**src/sv/cau_pkg.sv**
```systemverilog
`default_nettype none
package cau_pkg;
   localparam int WORD_BITS = 32;
   localparam int FRAC_BITS = 24;
   localparam int PROD_BITS = 2 * WORD_BITS;
   localparam int VAL_BITS  = PROD_BITS + 1;
   localparam int QUO_BITS  = WORD_BITS;
   localparam int CELLS     = QUO_BITS;
   localparam int PRE_SHIFT = QUO_BITS - FRAC_BITS;

   localparam logic [2:0] OP_ADD = 3'd0;
   localparam logic [2:0] OP_SUB = 3'd1;
   localparam logic [2:0] OP_MUL = 3'd2;
   localparam logic [2:0] OP_DIV = 3'd3;
   localparam logic [2:0] OP_MAG = 3'd4;

   typedef logic signed [WORD_BITS-1:0] word_type;

   // one division lane: partial remainder, and dividend bits that shift out
   // at the top while quotient bits shift in at the bottom
   typedef struct packed {
      logic                 neg;
      logic                 big;
      logic [VAL_BITS-1:0]  rem;
      logic [QUO_BITS-1:0]  nq;
   } lane_type;

   typedef struct packed {
      logic                 valid;
      logic                 is_div;
      logic                 dbz;
      logic [PROD_BITS-1:0] den;
      lane_type             re;
      lane_type             im;
      word_type             res_re;
      word_type             res_im;
      logic                 ovf;
   } cell_type;

   // saturate a sign and magnitude to the word; returns {overflow, word}
   function automatic logic [WORD_BITS:0] sat_word(input logic neg,
                                                   input logic [VAL_BITS-1:0] mag);
      logic [VAL_BITS-1:0] half;
      logic [VAL_BITS-1:0] twos;
      half = {{(VAL_BITS-WORD_BITS){1'b0}}, 1'b1, {(WORD_BITS-1){1'b0}}};
      twos = ~mag + 1'b1;
      if (neg) begin
         if (mag > half) sat_word = {1'b1, 1'b1, {(WORD_BITS-1){1'b0}}};
         else sat_word = {1'b0, twos[WORD_BITS-1:0]};
      end else begin
         if (mag >= half) sat_word = {1'b1, 1'b0, {(WORD_BITS-1){1'b1}}};
         else sat_word = {1'b0, mag[WORD_BITS-1:0]};
      end
   endfunction
endpackage
`default_nettype wire

```
**src/sv/cau_div_cell.sv**
```systemverilog
`default_nettype none
module cau_div_cell import cau_pkg::*; (
   input  wire logic     clock,
   input  wire logic     reset,
   input  wire logic     en,
   input  wire cell_type prev,
   output cell_type      next
);
   cell_type cell_ff, cell_in;

   function automatic lane_type step(input lane_type l, input logic [PROD_BITS-1:0] d);
      logic [VAL_BITS-1:0] t;
      logic                ge;
      lane_type            r;
      t  = {l.rem[VAL_BITS-2:0], l.nq[QUO_BITS-1]};
      ge = t >= {1'b0, d};
      r  = l;
      r.rem = ge ? t - {1'b0, d} : t;
      r.nq  = {l.nq[QUO_BITS-2:0], ge};
      return r;
   endfunction

   always_comb begin
      cell_in    = prev;
      cell_in.re = step(prev.re, prev.den);
      cell_in.im = step(prev.im, prev.den);
   end

   always_ff @(posedge clock) begin
      if (reset) cell_ff.valid <= 1'b0;
      else if (en) cell_ff.valid <= cell_in.valid;
      if (en) begin
         cell_ff.is_div <= cell_in.is_div;
         cell_ff.dbz    <= cell_in.dbz;
         cell_ff.den    <= cell_in.den;
         cell_ff.re     <= cell_in.re;
         cell_ff.im     <= cell_in.im;
         cell_ff.res_re <= cell_in.res_re;
         cell_ff.res_im <= cell_in.res_im;
         cell_ff.ovf    <= cell_in.ovf;
      end
   end

   assign next = cell_ff;
endmodule
`default_nettype wire

```
**config.mk**
```make
export PLATFORM = sky130hd
export DESIGN_NAME = cau_div_cell
export DESIGN_NICKNAME = d
export VERILOG_FILES = /design/src/sv/cau_pkg.sv /design/src/sv/cau_div_cell.sv
export SDC_FILE = /design/constraint.sdc
export NUM_CORES = 1
export LEC_CHECK = 0
export ABC_AREA = 1
export BUFFER_PORTS_ARGS = -buffer_cell sky130_fd_sc_hd__buf_2
export CORE_AREA = 2 2 258 260
export DETAILED_ROUTE_END_ITERATION = 8
export DIE_AREA = 0 0 260 262
export GPL_ROUTABILITY_DRIVEN = 0
export PLACE_DENSITY = 0.6
export RECOVER_POWER = 50
export SETUP_SLACK_MARGIN = 0.15
export SYNTH_ARGS = -nofsm -noshare
export SYNTH_HDL_FRONTEND = slang
export SYNTH_SLANG_ARGS = --single-unit
```
**constraint.sdc**
```tcl
create_clock -name clock -period 2.36 [get_ports clock]
set_input_delay 0.236 -clock clock [delete_from_list [all_inputs] [get_ports clock]]
set_output_delay 0.236 -clock clock [all_outputs]
set_load 0.02 [all_outputs]
```
==> flow_summary_export.csv, run 1 <==
group,metric,value,unit
timing,fin_crit_sh,0.943,
clock_network,cts_sinks,330,
hold_path,holdPathStages,3,
cells_and_area,stdcell_count,5946,
cells_and_area,mostFrequentLayoutCell,"nand2_1",
clock_network,cts_buffers,39,
timing,maxSlewHeadroom,0.118,
status,status,"finished, final reports clean",
cells_and_area,largest_reg_flops,330,
power_and_ir_drop,power_density,577,mW/mm²
synthesis,syn_nets,4020,
hold_path,min_to,"next[196]$_DFFE_PP_",
global_route,antenna_found_initial,9,
critical_path,crit_type,"in2reg",
floorplan,die_height,262,µm
global_route,globalRoute.totalOverflow,0,
critical_path,crit_top_cell,"nand2_1",
critical_path,reg2reg_from,"next[329]$_SDFFE_PP0P_",
placed_design,dp_hpwl,90200,µm
critical_path,worstPathArrival,2.66,ns
critical_path,cp.required,2.79,ns
synthesis,syn_avg_cell_area,6.88,µm²
critical_path,cp-startpoint,"prev[279]",
cells_and_area,nNetsFinal,5510,
clock_network,cts_buffer_depth,3,
global_route,grt_pass1_wl,157000,µm
synthesis,ys_ff_latch,330,
critical_path,cp_cell_sequence,"clkbuf_1, clkinvlp_4, buf_12, ha_4, buf_4, nand2_1, nor2_1, nand2_1, nor2_2, nand4_1, buf_4, nand3_4, buf_12, clkbuf_16, nand2_1, nand2_1",
critical_path,cp_num_buf_inv,7,
critical_path,r2r_end,"next[329]$_SDFFE_PP0P_",
timing,tightest_slew,1.32,ns
cells_and_area,final_cell_mix,"1536 x nand2_1, 748 x inv_1, 603 x buf_2",
synthesis,synth.cell_area,0.0245,mm²
clock_network,cts_tree,"built",
power_and_ir_drop,totalPowerFinal,21.4,mW
global_route,track_usage,0.309,
timing,setup_viol,0,
floorplan,die_x,260,µm
global_route,grt_max_degree,69,
hold_path,holdCritStartpoint,"prev[195]",
timing,max_freq,450,MHz
timing,fin_skew,0,ns
cells_and_area,areaGrowthSynthToFinish,51.4,%
cells_and_area,utilization,0.568,
run,cap_viol_max_count,0,
critical_path,rrSetupSlack,1.17,ns
critical_path,slowest_delay,0.27,ns
detailed_routing,drtAntennaViolNets,0,
synthesis,syn_inst,3557,
power_and_ir_drop,power_leakage,20.7,nW
floorplan,std_cell_rows,94,
hold_path,hp-class,"in2reg",
critical_path,path_max_fanout,10,
clock_network,clock_latency,0.55,ns
floorplan,core_region_area,0.0653,mm²
critical_path,crit_slowest_cell,"ha_4",
critical_path,cp_top_family,"buffers and inverters",
power_and_ir_drop,irDropWorstVdd,450,µV
detailed_routing,drtIter0Drc,2085,
placed_design,dp_cells,5665,
detailed_routing,wl,110000,µm
floorplan,die-area,0.0681,mm²
clock_network,cts.clk_slew.worst_paths,0.06,ns
timing,hold_viol,0,
clock_network,clockRootBuffer,"clkbuf_16",
cells_and_area,drive_gt1_frac,0.272,
clock_network,h-tree-depth,2,
synthesis,netlist-cell-type-count,33,
critical_path,worst_setup_path_end_kind,"register",
detailed_routing,post-route-drc-count,0,
timing,rsz0062_at_grt,"no",
global_route,first_global_vias,27300,
timing,hold_ws,0.0201,ns
synthesis,ys_seq_area_frac,0.404,
timing,setup_tns,0,ns
detailed_routing,vias_per_cell,4.74,
detailed_routing,dr_total_vias,28200,
timing,fin_crit,2.22,ns
floorplan,initial_core_util,0.375,
floorplan,io_pins,663,
placed_design,portBuffers,660,
detailed_routing,first_pass_iters,6,
detailed_routing,wl_per_cell,18.6,µm
timing,final_max_slew_viol_count,0,
critical_path,r2r.worst_path.cells,3,
synthesis,ys_warn_count,0,
critical_path,start_kind,"input port",
-- metal layers --
metal	track usage	vias up	routed length (µm)	part of all wire
li1	-	14000	-	-
met1	0.367	12800	43500	0.39
met2	0.543	1109	53100	0.48
met3	0.0476	260	7590	0.069
met4	0.155	0	6140	0.056
met5	0	-	0	0
-- worst register-to-register path, cell delays in order, from the launching register on --
cell and delay (ns):
dfxtp_1 0.31, mux2i_1 0.16, nor2_1 0.06, dlygate4sd3_1 0.54
-- Yosys cell counts, drive strengths merged --
cell,instances,area (µm²)
nand2,1553,5830
inv,770,2890
edfxtp,329,9880
nor2,213,837
nand4,144,901
ha,128,1600
nand3,119,606
a21oi,96,480
xor2,60,526
buf,58,363
nor3,26,145
nor4,16,100
o21ai,12,60.1
and2,8,50.1
and3,7,43.8
nand3b,3,22.5
a21boi,2,15.0
clkinv,2,7.51
fa,2,40.0
o21bai,2,15.0
or2,2,12.5
xnor2,2,17.5
a21o,1,7.51
dfxtp,1,20.0
mux2i,1,10.0
-- through the flow --
step / setup slack [ns] / instance area [µm²]
floorplan: 0.246 / 24500
global placement: -0.351 / 33600
detailed placement: -0.345 / 33600
CTS: 0.239 / 36800
global route: 0.0449 / 37100
finish: 0.135 / 37100
-- worst max path at each step --
stage / endpoint / slack (ns) / depth (start not counted)
floorplan: next[101]$_DFFE_PP_ / 0.25 / 15
global placement: next[147]$_DFFE_PP_ / -0.35 / 14
detailed placement: next[199]$_DFFE_PP_ / -0.34 / 14
CTS: next[232]$_DFFE_PP_ / 0.24 / 14
global route: next[257]$_DFFE_PP_ / 0.04 / 18
finish: next[209]$_DFFE_PP_ / 0.14 / 16
-- cell families (layout without fill, tap and decap cells) --
logic type               Yosys count  after routing  synth area share
adder cells (fa/ha/maj)          130            130            0.0670
buffers and inverters            830           2346             0.133
other                              0              9                 0
XOR/XNOR                          62             62            0.0222
multiplexers                       1              1          0.000409
AND/OR/NAND/NOR                 2091           2091             0.349
flip-flops                       330            330             0.404
AO/OA/AOI/OAI                    113            113            0.0236
-- where the power goes --
group / switching, mW / internal (mW)
Sequential: 0.197 / 7.23
Clock: 2.51 / 3.90
Combinational: 4.52 / 3.01
Total: 7.22 / 14.1
-- layout make-up --
cell class                 instances  area [µm²]
antenna                            9        22.5
clock buffer                      45         998
clock inverter                    22         323
fill                            6324       28200
inverter                         772        2910
multi-input combinational       2397       11600
sequential                       330        9900
tap                              864        1080
timing repair buffer            1507       10300
-- what timing repair did --
action	CTS	global route
resized for setup	0	63
setup endpoints to repair	0	119
hold buffers	193	0
buffers inserted	0	4
hold endpoints to repair	192	0
Power figures use the tool's default switching activity.
==> run 2, diff against run 1 <==
--- a/config.mk
+++ b/config.mk
@@ -7,11 +7,10 @@
 export LEC_CHECK = 0
 export ABC_AREA = 1
 export BUFFER_PORTS_ARGS = -buffer_cell sky130_fd_sc_hd__buf_2
-export CORE_AREA = 2 2 258 260
+export CORE_AREA = 4 4 252 254
 export DETAILED_ROUTE_END_ITERATION = 8
-export DIE_AREA = 0 0 260 262
+export DIE_AREA = 0 0 256 258
 export GPL_ROUTABILITY_DRIVEN = 0
-export PLACE_DENSITY = 0.6
 export RECOVER_POWER = 50
 export SETUP_SLACK_MARGIN = 0.15
 export SYNTH_ARGS = -nofsm -noshare
==> run 2 against run 1 <==
  * The run now ends with max-capacitance violations, max-slew violations left
  * Sequential power up 0.5%
  * Global-route usage up 1.5 points
  * Sequential share of layout area hardly changed
  * Design area shrank 0.15%
  * Core utilization grew 3.6 points
  * Clock skew is the same
  * Sequential cell count unchanged
  * Die area fell by 3.0%
  * Critical path depth shrank 13
  * Clock-buffer cell count grew 4
  * Highest routed layer is now met5
==> flow_summary_export.csv, run 2 (synthesis results as in run 1) <==
group,metric,value,unit
status,status,"finished, violations left",
floorplan,die-area,0.0660,mm²
timing,setup_viol,0,
detailed_routing,post-route-drc-count,0,
cells_and_area,utilization,0.604,
cells_and_area,mostFrequentLayoutCell,"nand2_1",
clock_network,cts_buffer_depth,3,
power_and_ir_drop,irDropWorstVdd,469,µV
detailed_routing,first_pass_iters,6,
power_and_ir_drop,switchingPower,7.24,mW
timing,fin_skew,0,ns
timing,max_freq,451,MHz
cells_and_area,nNetsFinal,5534,
power_and_ir_drop,p_clk_frac,0.286,
cells_and_area,areaGrowthSynthToFinish,51.1,%
detailed_routing,wl_per_cell,19.0,µm
critical_path,path_max_fanout,34,
clock_network,cts.clk_slew.worst_paths,0.06,ns
critical_path,cp.required,2.56,ns
floorplan,initial_core_util,0.400,
cells_and_area,ff_latch_area,0.00990,mm²
detailed_routing,vias_per_cell,4.82,
status,violations,"max-capacitance violations, max-slew violations",
cells_and_area,stdcell_count,5898,
placed_design,dp_hpwl,93000,µm
global_route,antenna_found_initial,12,
floorplan,die_height,258,µm
placed_design,dp_cells,5622,
cells_and_area,multiInputGateArea,0.0116,mm²
power_and_ir_drop,p_comb_frac,0.358,
cells_and_area,fin_area,0.0370,mm²
floorplan,core_region_area,0.0613,mm²
global_route,grt_max_degree,82,
timing,setup_tns,0,ns
timing,maxSlewHeadroom,-0.351,
critical_path,start_kind,"input port",
critical_path,slowest_delay,1.05,ns
timing,tightest_slew,2.03,ns
timing,final_max_slew_viol_count,153,
timing,fin_crit_sh,0.939,
clock_network,cts_tree,"built",
power_and_ir_drop,power_frac_seq,0.356,
placed_design,dp_slack,-0.526,ns
clock_network,clock_latency,0.55,ns
global_route,first_global_vias,27500,
timing,fin_crit,2.22,ns
detailed_routing,drtIter0Drc,2400,
cells_and_area,final_cell_mix,"1545 x nand2_1, 741 x inv_1, 633 x buf_4",
timing,hold_viol,0,
timing,rsz0062_at_grt,"yes",
floorplan,std_cell_rows,91,
critical_path,worst_setup_path_end_kind,"register",
hold_path,hp-class,"in2reg",
detailed_routing,drtAntennaViolNets,0,
cells_and_area,drive_gt1_frac,0.275,
power_and_ir_drop,totalPowerFinal,21.0,mW
clock_network,h-tree-depth,2,
floorplan,die_x,256,µm
power_and_ir_drop,swShare,0.345,
clock_network,clockRootBuffer,"clkbuf_16",
clock_network,cts_buffers,39,
critical_path,crit_slowest_cell,"clkbuf_1",
placed_design,portBuffers,660,
critical_path,cp_cell_sequence,"buf_8, clkbuf_1, clkbuf_2",
critical_path,worstPathArrival,2.41,ns
cells_and_area,largest_reg_flops,330,
global_route,globalRoute.totalOverflow,0,
detailed_routing,wl,112000,µm
power_and_ir_drop,internal_power,13.7,mW
cells_and_area,fill_cells,5834,
power_and_ir_drop,power_density,567,mW/mm²
critical_path,crit_type,"in2reg",
floorplan,io_pins,663,
global_route,grt_pass1_wl,163000,µm
run,cap_viol_max_count,2,
timing,setup_ws,0.145,ns
placed_design,postPlaceCellArea,0.0337,mm²
detailed_routing,dr_total_vias,28400,
global_route,track_usage,0.324,
clock_network,cts_sinks,330,
power_and_ir_drop,power_leakage,20.7,nW
timing,hold_ws,0.0223,ns
run 2: cell count changes in the layout (fill, tap and decap cells not counted), moves of 5 or more:
| cell | change |
|---|---|
| buf_4 | +39 |
| nand2_1 | +9 |
| nand2_2 | -9 |
| nor2_2 | -8 |
| clkbuf_16 | -7 |
| inv_1 | -7 |
| buf_2 | -6 |
| inv_2 | +5 |
| nor2_1 | +5 |
run 2: final timing paths:
| check | from | to | slack, ns | cells past startpoint |
|---|---|---|---|---|
| min | prev[200] | next[201]$_DFFE_PP_ | 0.02 | 3 |
| min reg2reg | next[329]$_SDFFE_PP0P_ | next[329]$_SDFFE_PP0P_ | 1.16 | 3 |
| max | en | next[125]$_DFFE_PP_ | 0.14 | 3 |
| max reg2reg | next[329]$_SDFFE_PP0P_ | next[329]$_SDFFE_PP0P_ | 1.12 | 3 |
run 2: what timing repair did:
action / CTS / global route
hold buffers: 197 / 0
cloned: 0 / 0
setup endpoints to repair: 45 / 129
buffers inserted: 0 / 1
gates resized for setup: 1 / 61
pin swaps: 0 / 5
hold endpoints to repair: 196 / 0
run 2: area by class of cell:
cell class,count,share of cell area
antenna,9,0.000609
tap,790,0.0267
multi-input combinational,2397,0.313
clock buffer,49,0.0274
clock inverter,20,0.00582
timing repair buffer,1531,0.280
inverter,772,0.0787
sequential,330,0.268
run 2: worst max-delay path, delay by kind of cell:
kind / cells / cell delay, ns
buffers and inverters: 3 / 2.08
run 2: routing by layer:
metal  wire [µm]  GRT usage  vias up
li1            -          -    14100
met3        7680     0.0483      242
met1       43900      0.391    13000
met4        5950      0.153        2
met5          13          0        -
met2       54500      0.572     1110
run 2: power by group through the flow:
stage	logic, mW	registers (mW)	clock network (mW)
2_1_floorplan	2.73	8.33	0
3_5_place_dp	7.12	7.57	0
6_report	7.51	7.47	6.00
4_1_cts	7.42	7.45	6.09
3_3_place_gp	7.08	7.56	0
5_1_grt	8.14	7.51	6.34
